### config.mk
export PLATFORM = sky130hd
export DESIGN_NAME = rcz_cell
export DESIGN_NICKNAME = d
export VERILOG_FILES = /design/src/hdl/rcz_pkg.sv /design/src/hdl/rcz_cell.sv
export SDC_FILE = /design/constraint.sdc
export NUM_CORES = 2
export LEC_CHECK = 0
export BUFFER_PORTS_ARGS = -buffer_cell sky130_fd_sc_hd__buf_2
export CORE_AREA = 2 2 280 352
export CTS_CLUSTER_SIZE = 12
export DETAILED_ROUTE_END_ITERATION = 10
export DIE_AREA = 0 0 282 354
export GPL_TIMING_DRIVEN = 0
export PLACE_DENSITY = 0.87
export REMOVE_ABC_BUFFERS = 1
export SLEW_MARGIN = 10
export SYNTH_ARGS = -nofsm -noshare
export SYNTH_HDL_FRONTEND = slang
export SYNTH_SLANG_ARGS = --single-unit
export TNS_END_PERCENT = 30
### constraint.sdc
create_clock -name clk -period 0.8 [get_ports clk]
set_clock_uncertainty 0.1 [all_clocks]
set_input_delay 0.16 -clock clk [delete_from_list [all_inputs] [get_ports clk]]
set_output_delay 0.16 -clock clk [all_outputs]
set_load 0.005 [all_outputs]
### src/hdl/rcz_pkg.sv
`timescale 1ns / 1ps
// ----------------------------------------------------------------------------
// rcz_pkg
// Shared types and constants of the 3x3 zero-padded RGB convolution.
// ----------------------------------------------------------------------------
package rcz_pkg;

    // default sizing of the top level
    localparam int DEF_MAX_WIDTH  = 2048;
    localparam int DEF_MAX_HEIGHT = 2048;
    localparam int DEF_FRAC_BITS  = 8;

    // pixel and arithmetic widths
    localparam int CH_W       = 8;
    localparam int PIX_W      = 3 * CH_W;
    localparam int TAP_W      = 16;
    localparam int PROD_W     = CH_W + 1 + TAP_W;
    localparam int CELL_SUM_W = PROD_W + 2;
    localparam int SUM_W      = PROD_W + 4;

    // configuration port
    localparam int CFG_IDX_W  = 3;
    localparam int CFG_DATA_W = 48;
    localparam int SIZE_W     = 12;

    typedef enum logic [CFG_IDX_W-1:0] {
        REG_FRAME_WIDTH  = 3'd0,
        REG_FRAME_HEIGHT = 3'd1,
        REG_COEF_TOP     = 3'd2,
        REG_COEF_MID     = 3'd3,
        REG_COEF_BOTTOM  = 3'd4
    } rcz_reg_idx_t;

    // operation codes of an input item
    localparam logic OP_PIXEL = 1'b0;
    localparam logic OP_FLUSH = 1'b1;

    // control handed to each column cell
    typedef struct packed {
        logic advance;
        logic shift;
        logic top_on;
        logic bot_on;
        logic col_on;
    } rcz_cell_ctrl_t;

endpackage

### src/hdl/rcz_cell.sv
`timescale 1ns / 1ps
// ----------------------------------------------------------------------------
// rcz_cell
// One window column: holds three pixels, passes them on to its neighbour
// and forms the registered per-channel partial sum of its three taps.
// ----------------------------------------------------------------------------
module rcz_cell
    import rcz_pkg::*;
(
    input  logic                             clk,
    input  logic                             rst_n,
    input  rcz_cell_ctrl_t                   ctrl,
    input  logic [2:0][PIX_W-1:0]            col_in,
    input  logic [2:0][TAP_W-1:0]            taps,
    output logic [2:0][PIX_W-1:0]            col_out,
    output logic [2:0][CELL_SUM_W-1:0]       psum
);

    logic [2:0][PIX_W-1:0]      col_reg;
    logic [2:0][CELL_SUM_W-1:0] psum_reg;
    logic [2:0][CELL_SUM_W-1:0] psum_next;
    logic [2:0]                 row_on;

    assign row_on = {ctrl.bot_on, 1'b1, ctrl.top_on};

    // three taps per channel, masked rows and column contribute nothing
    always_comb
    begin
        logic signed [PROD_W-1:0]     a;
        logic signed [PROD_W-1:0]     b;
        logic signed [PROD_W-1:0]     prod;
        logic signed [CELL_SUM_W-1:0] acc;
        for (int ch = 0; ch < 3; ch++)
        begin
            acc = '0;
            for (int r = 0; r < 3; r++)
            begin
                a    = PROD_W'($signed({1'b0, col_in[r][PIX_W-1-CH_W*ch -: CH_W]}));
                b    = PROD_W'($signed(taps[r]));
                prod = a * b;
                if (row_on[r] && ctrl.col_on)
                begin
                    acc = acc + CELL_SUM_W'(prod);
                end
            end
            psum_next[ch] = acc;
        end
    end

    // column moves one place on every transfer
    always_ff @(posedge clk or negedge rst_n)
    begin
        if (!rst_n)
        begin
            col_reg <= '0;
        end
        else if (ctrl.shift)
        begin
            col_reg <= col_in;
        end
    end

    // partial sums follow the pipeline
    always_ff @(posedge clk)
    begin
        if (ctrl.advance)
        begin
            psum_reg <= psum_next;
        end
    end

    assign col_out = col_reg;
    assign psum    = psum_reg;

endmodule

Yosys cells after proc, flatten, opt, wreduce, memory -nomap -nowiden. Cells that the tools add are included.

Bits of input ports: 127. Output and inout port bits: 153. Flip-flop bits (word level): 153. Word-level logic and storage cells: 32.

Add/sub/neg operators: 6. Muxes and demuxes: 9. Multipliers: 9. Reduce and logical (&&, ||, !) cells: 2.

Operators with widths (count): 27-bit two-way mux (9); 9-bit by 16-bit multiplier with 25-bit output (9); 27-bit by 25-bit adder with 27-bit output (6); 1-bit logical AND (2).

Depth between registers and ports, before layout.
Depth in word-level cells: 6. Depth in mapped cells: 43. Gate-level depth less buffers: 41.

Least setup slack after synthesis. Ideal clock, no wire load.

Kind: input -> register. Start point: input port col_in[1] (netlist bit). End point: register psum_reg, in the netlist psum[80] (data pin). Library setup time: 266 ps. Stages on the path: 39. Path buffers: 2. Arrival time: 8849 ps. Slack: -8415 ps. Cell sequence: clkbuf_1 -> clkbuf_1 -> nand2_1 -> fa_1 -> inv_1 -> fa_1 -> inv_1 -> fa_1 -> fa_1 -> inv_1 -> ha_1 -> inv_1 -> o21bai_1 -> a21oi_1 -> o21ai_0 -> a21oi_1 -> nand2b_1 -> a21oi_1 -> (+3 left out) -> ha_1 -> or3_1 -> o31ai_1 -> o21ai_0 -> o211a_1 -> fa_1 -> ha_1 -> nand4_2 -> nor3_2 -> nand4_1 -> o31ai_2 -> nor4_2 -> o41ai_2 -> xnor2_1 -> nor2_1 -> xnor3_1 -> xnor2_1 -> nor2_1.

RTL lines: from (decl) (line rcz_cell.sv:13) `input logic [2:0][PIX_W-1:0] col_in,`; to (signal assigned) (line rcz_cell.sv:68) `psum_reg <= psum_next;`; to (decl) (line rcz_cell.sv:20) `logic [2:0][CELL_SUM_W-1:0] psum_reg;`.

==> impl_metrics.csv <==
group,metric,value,unit
finish,layout_commonest_cell,"inv_1",
clock_network,cts.htree.levels,4,
routing,routedWlPerCell,20.25,um
placed_design,globalplace.congestion,0.9389,
finish,drive_above_1_share,0.1368,
synthesis,yosys.area.top_type,"fa_1",
placed_design,placed_area,55020,sq um
setup_path,path_max_fanout,6,
global_route,antenna_found_initial,10,
clock_network,cts_tree,"yes",
routing,dr.pass1.iters,8,
synthesis,syn_area,52710,sq um
synthesis,synth_compound_area_frac,0.06779,
synthesis,synth-async-reset-ratio,0.4706,
finish,nNetsFinal,7715,
synthesis,synth_edf_count,81,
synthesis,synth_cells,5827,
placed_design,dp.cells,7174,
sta,whs,-539.4,ps
sta,fin_tns_setup,-569360,ps
clock_network,cts_hold_buf,14,
setup_path,slowest_stage,"fa_1",
global_route,grt_pass1_wl,233000,um
die,die_w,282,um
sta,worstMarginPinSlew,1271,ps
clock_network,clk_latency,550,ps
die,rows,128,
setup_path,critical_path_class,"input pin to register",
setup_path,max_stage_delay,550,ps
synthesis,ys_types,81,
finish,fill_cells,7069,
run_status,status,"complete, but fails checks",
setup_path,critPathLaunchType,"input pin",
flow_run,maxCapViolations,0,
synthesis,synth-seq-area-share,0.08032,
synthesis,synth_area_leaders,"fa_1 41%, ha_1 12%, inv_1 9.5%, and2_1 8.5%, edfxtp_1 4.6%",
synthesis,avgSynthCellArea,9.046,sq um
synthesis,synth-main-ff-cell,"edfxtp_1",
synthesis,synthAdderAreaFrac,0.5252,
sta,rsz0062_at_grt,"yes",
setup_path,cp-end-kind,"register",
die,io_pins,280,
placed_design,port_buffers,279,
die,chipHeight,354,um
finish,largest_reg_flops,81,
die,die_area,99830,sq um
setup_path,crit_arrival,8990,ps
synthesis,synth_top_family_by_area,"adder cells",
finish,areaGrowthSynthToFinish,12.34,%
sta,maxSlewViolCount,0,
setup_path,cp.required,990,ps
placed_design,dp.final_hpwl,108500,um
routing,drc,0,
finish,final_cells,7335,
clock_network,clk_pin_slew,80,ps
clock_network,cts_root_buffer,"clkbuf_16",
sta,worst_slack,-7999,ps
clock_network,clock-sinks,153,
finish,layout_common_cells,"1327 x inv_1, 1062 x fa_1, 706 x and2_1",
sta,max_slew_margin,0.1530,
run_status,violations,"hold timing, setup timing",
synthesis,synthXorXnorAreaFrac,0.03166,
sta,fmax,113.7,MHz
routing,drtAntennaViolNets,0,
routing,viasPerCell,5.708,
clock_network,cts_buffer_depth,2,
routing,wl,148500,um
routing,drt_iter0_drc,3164,
global_route,grt.total_usage,0.2983,
global_route,grt_pass1_vias,45805,
sta,hold_violations,103,
hold_path,min_path_type,"input pin to async pin",
global_route,overflow,0,
synthesis,synth-seq-cells,153,
sta,finalSetupViolations,306,
die,start_util,0.5458,
routing,vias,41865,
sta,period_share,11.00,
die,coreArea,96570,sq um
synthesis,ys_warn_count,0,
global_route,grt_max_degree,67,
synthesis,synth-simple-area-share,0.1635,
synthesis,muxShareOfSynthArea,0.01908,
setup_path,crit_top_cell,"a21o_1",
finish,final_cell_area,59210,sq um
finish,fin_util,0.6132,
clock_network,cts_buffers,17,
sta,fin_crit,8799,ps
synthesis,synth_top_area_frac,0.4056,
what timing repair did:
action                     4_1_cts  5_1_grt
pin swaps                      124       73
resized for setup              383      158
setup endpoints to repair      306      306
setup buffers                   56       45
gates cloned                     6        3
hold endpoints to repair       130      105
final timing paths:
check                                   startpoint                       to  slack (ps)  cells after the start
max                                        taps[5]       psum[52]$_DFFE_PP_       -8000                     42
min                                          rst_n  col_out[69]$_DFFE_PN0P_        -540                      1
max reg2reg                col_out[38]$_DFFE_PN0P_  col_out[38]$_DFFE_PN0P_         -90                      1
min reg2reg                col_out[52]$_DFFE_PN0P_  col_out[52]$_DFFE_PN0P_         400                      1
max in group asynchronous                    rst_n   col_out[5]$_DFFE_PN0P_         420                      2
min in group clk                         col_in[0]   col_out[0]$_DFFE_PN0P_         -80                      3
cells in the mapped netlist, types with 20 or more instances:
cell type / instances
a211oi_1: 20
a21o_1: 77
a21oi_1: 165
and2_1: 713
and3_1: 26
clkbuf_1: 231
dfrtp_1: 72
edfxtp_1: 81
fa_1: 1068
ha_1: 504
inv_1: 1337
mux2_2: 76
nand2_1: 605
nand2b_1: 24
nand3_1: 36
nor2_1: 189
nor2b_1: 20
nor3_1: 31
o21a_1: 25
o21ai_0: 109
o21bai_1: 21
xnor2_1: 115
xor2_1: 73
worst max-delay path: cells and delay by family:
family	cells	cell delay [ps]
AOI/OAI and AO/OA	14	2840
buffers and inverters	9	880
xor gates and xnor gates	1	170
adders and majority gates	9	3700
and+or+nand+nor	9	1210
per-stage QoR:
step	worst slack, ps	hold slack, ps
floorplan	-8001	-235.6
finish	-7999	-539.4
global placement	-9647	384.4
CTS	-7572	-555.2
global route	-8270	-530.0
detailed placement	-9634	52.66
area by class of cell:
type | instances | area [sq um] | share of cell area
inverter | 1339 | 5030 | 0.08494
multi-input combinational | 4096 | 44440 | 0.7505
timing repair buffer | 409 | 3267 | 0.05517
sequential | 153 | 4234 | 0.07150
tap | 1300 | 1627 | 0.02747
clock buffer | 17 | 425.4 | 0.007184
clock inverter | 15 | 173.9 | 0.002937
antenna | 6 | 15.01 | 0.0002536
cell families after synthesis:
| logic type | Yosys count |
|---|---|
| compound gates | 542 |
| xor+xnor | 189 |
| fa+ha+maj | 1572 |
| buf+inv | 1578 |
| flops | 153 |
| mux | 91 |
| simple gates | 1702 |
per-layer routing:
metal | GRT usage | up-vias | share of wire
li1 | - | 17958 | -
met1 | 0.3353 | 20975 | 0.34
met3 | 0.05774 | 726 | 0.082
met2 | 0.5130 | 2202 | 0.50
met5 | 0 | - | 0.00018
met4 | 0.1979 | 4 | 0.076
Power is not shown: default switching activity piles up to over one toggle a cycle in this logic, so the estimate is an artifact.
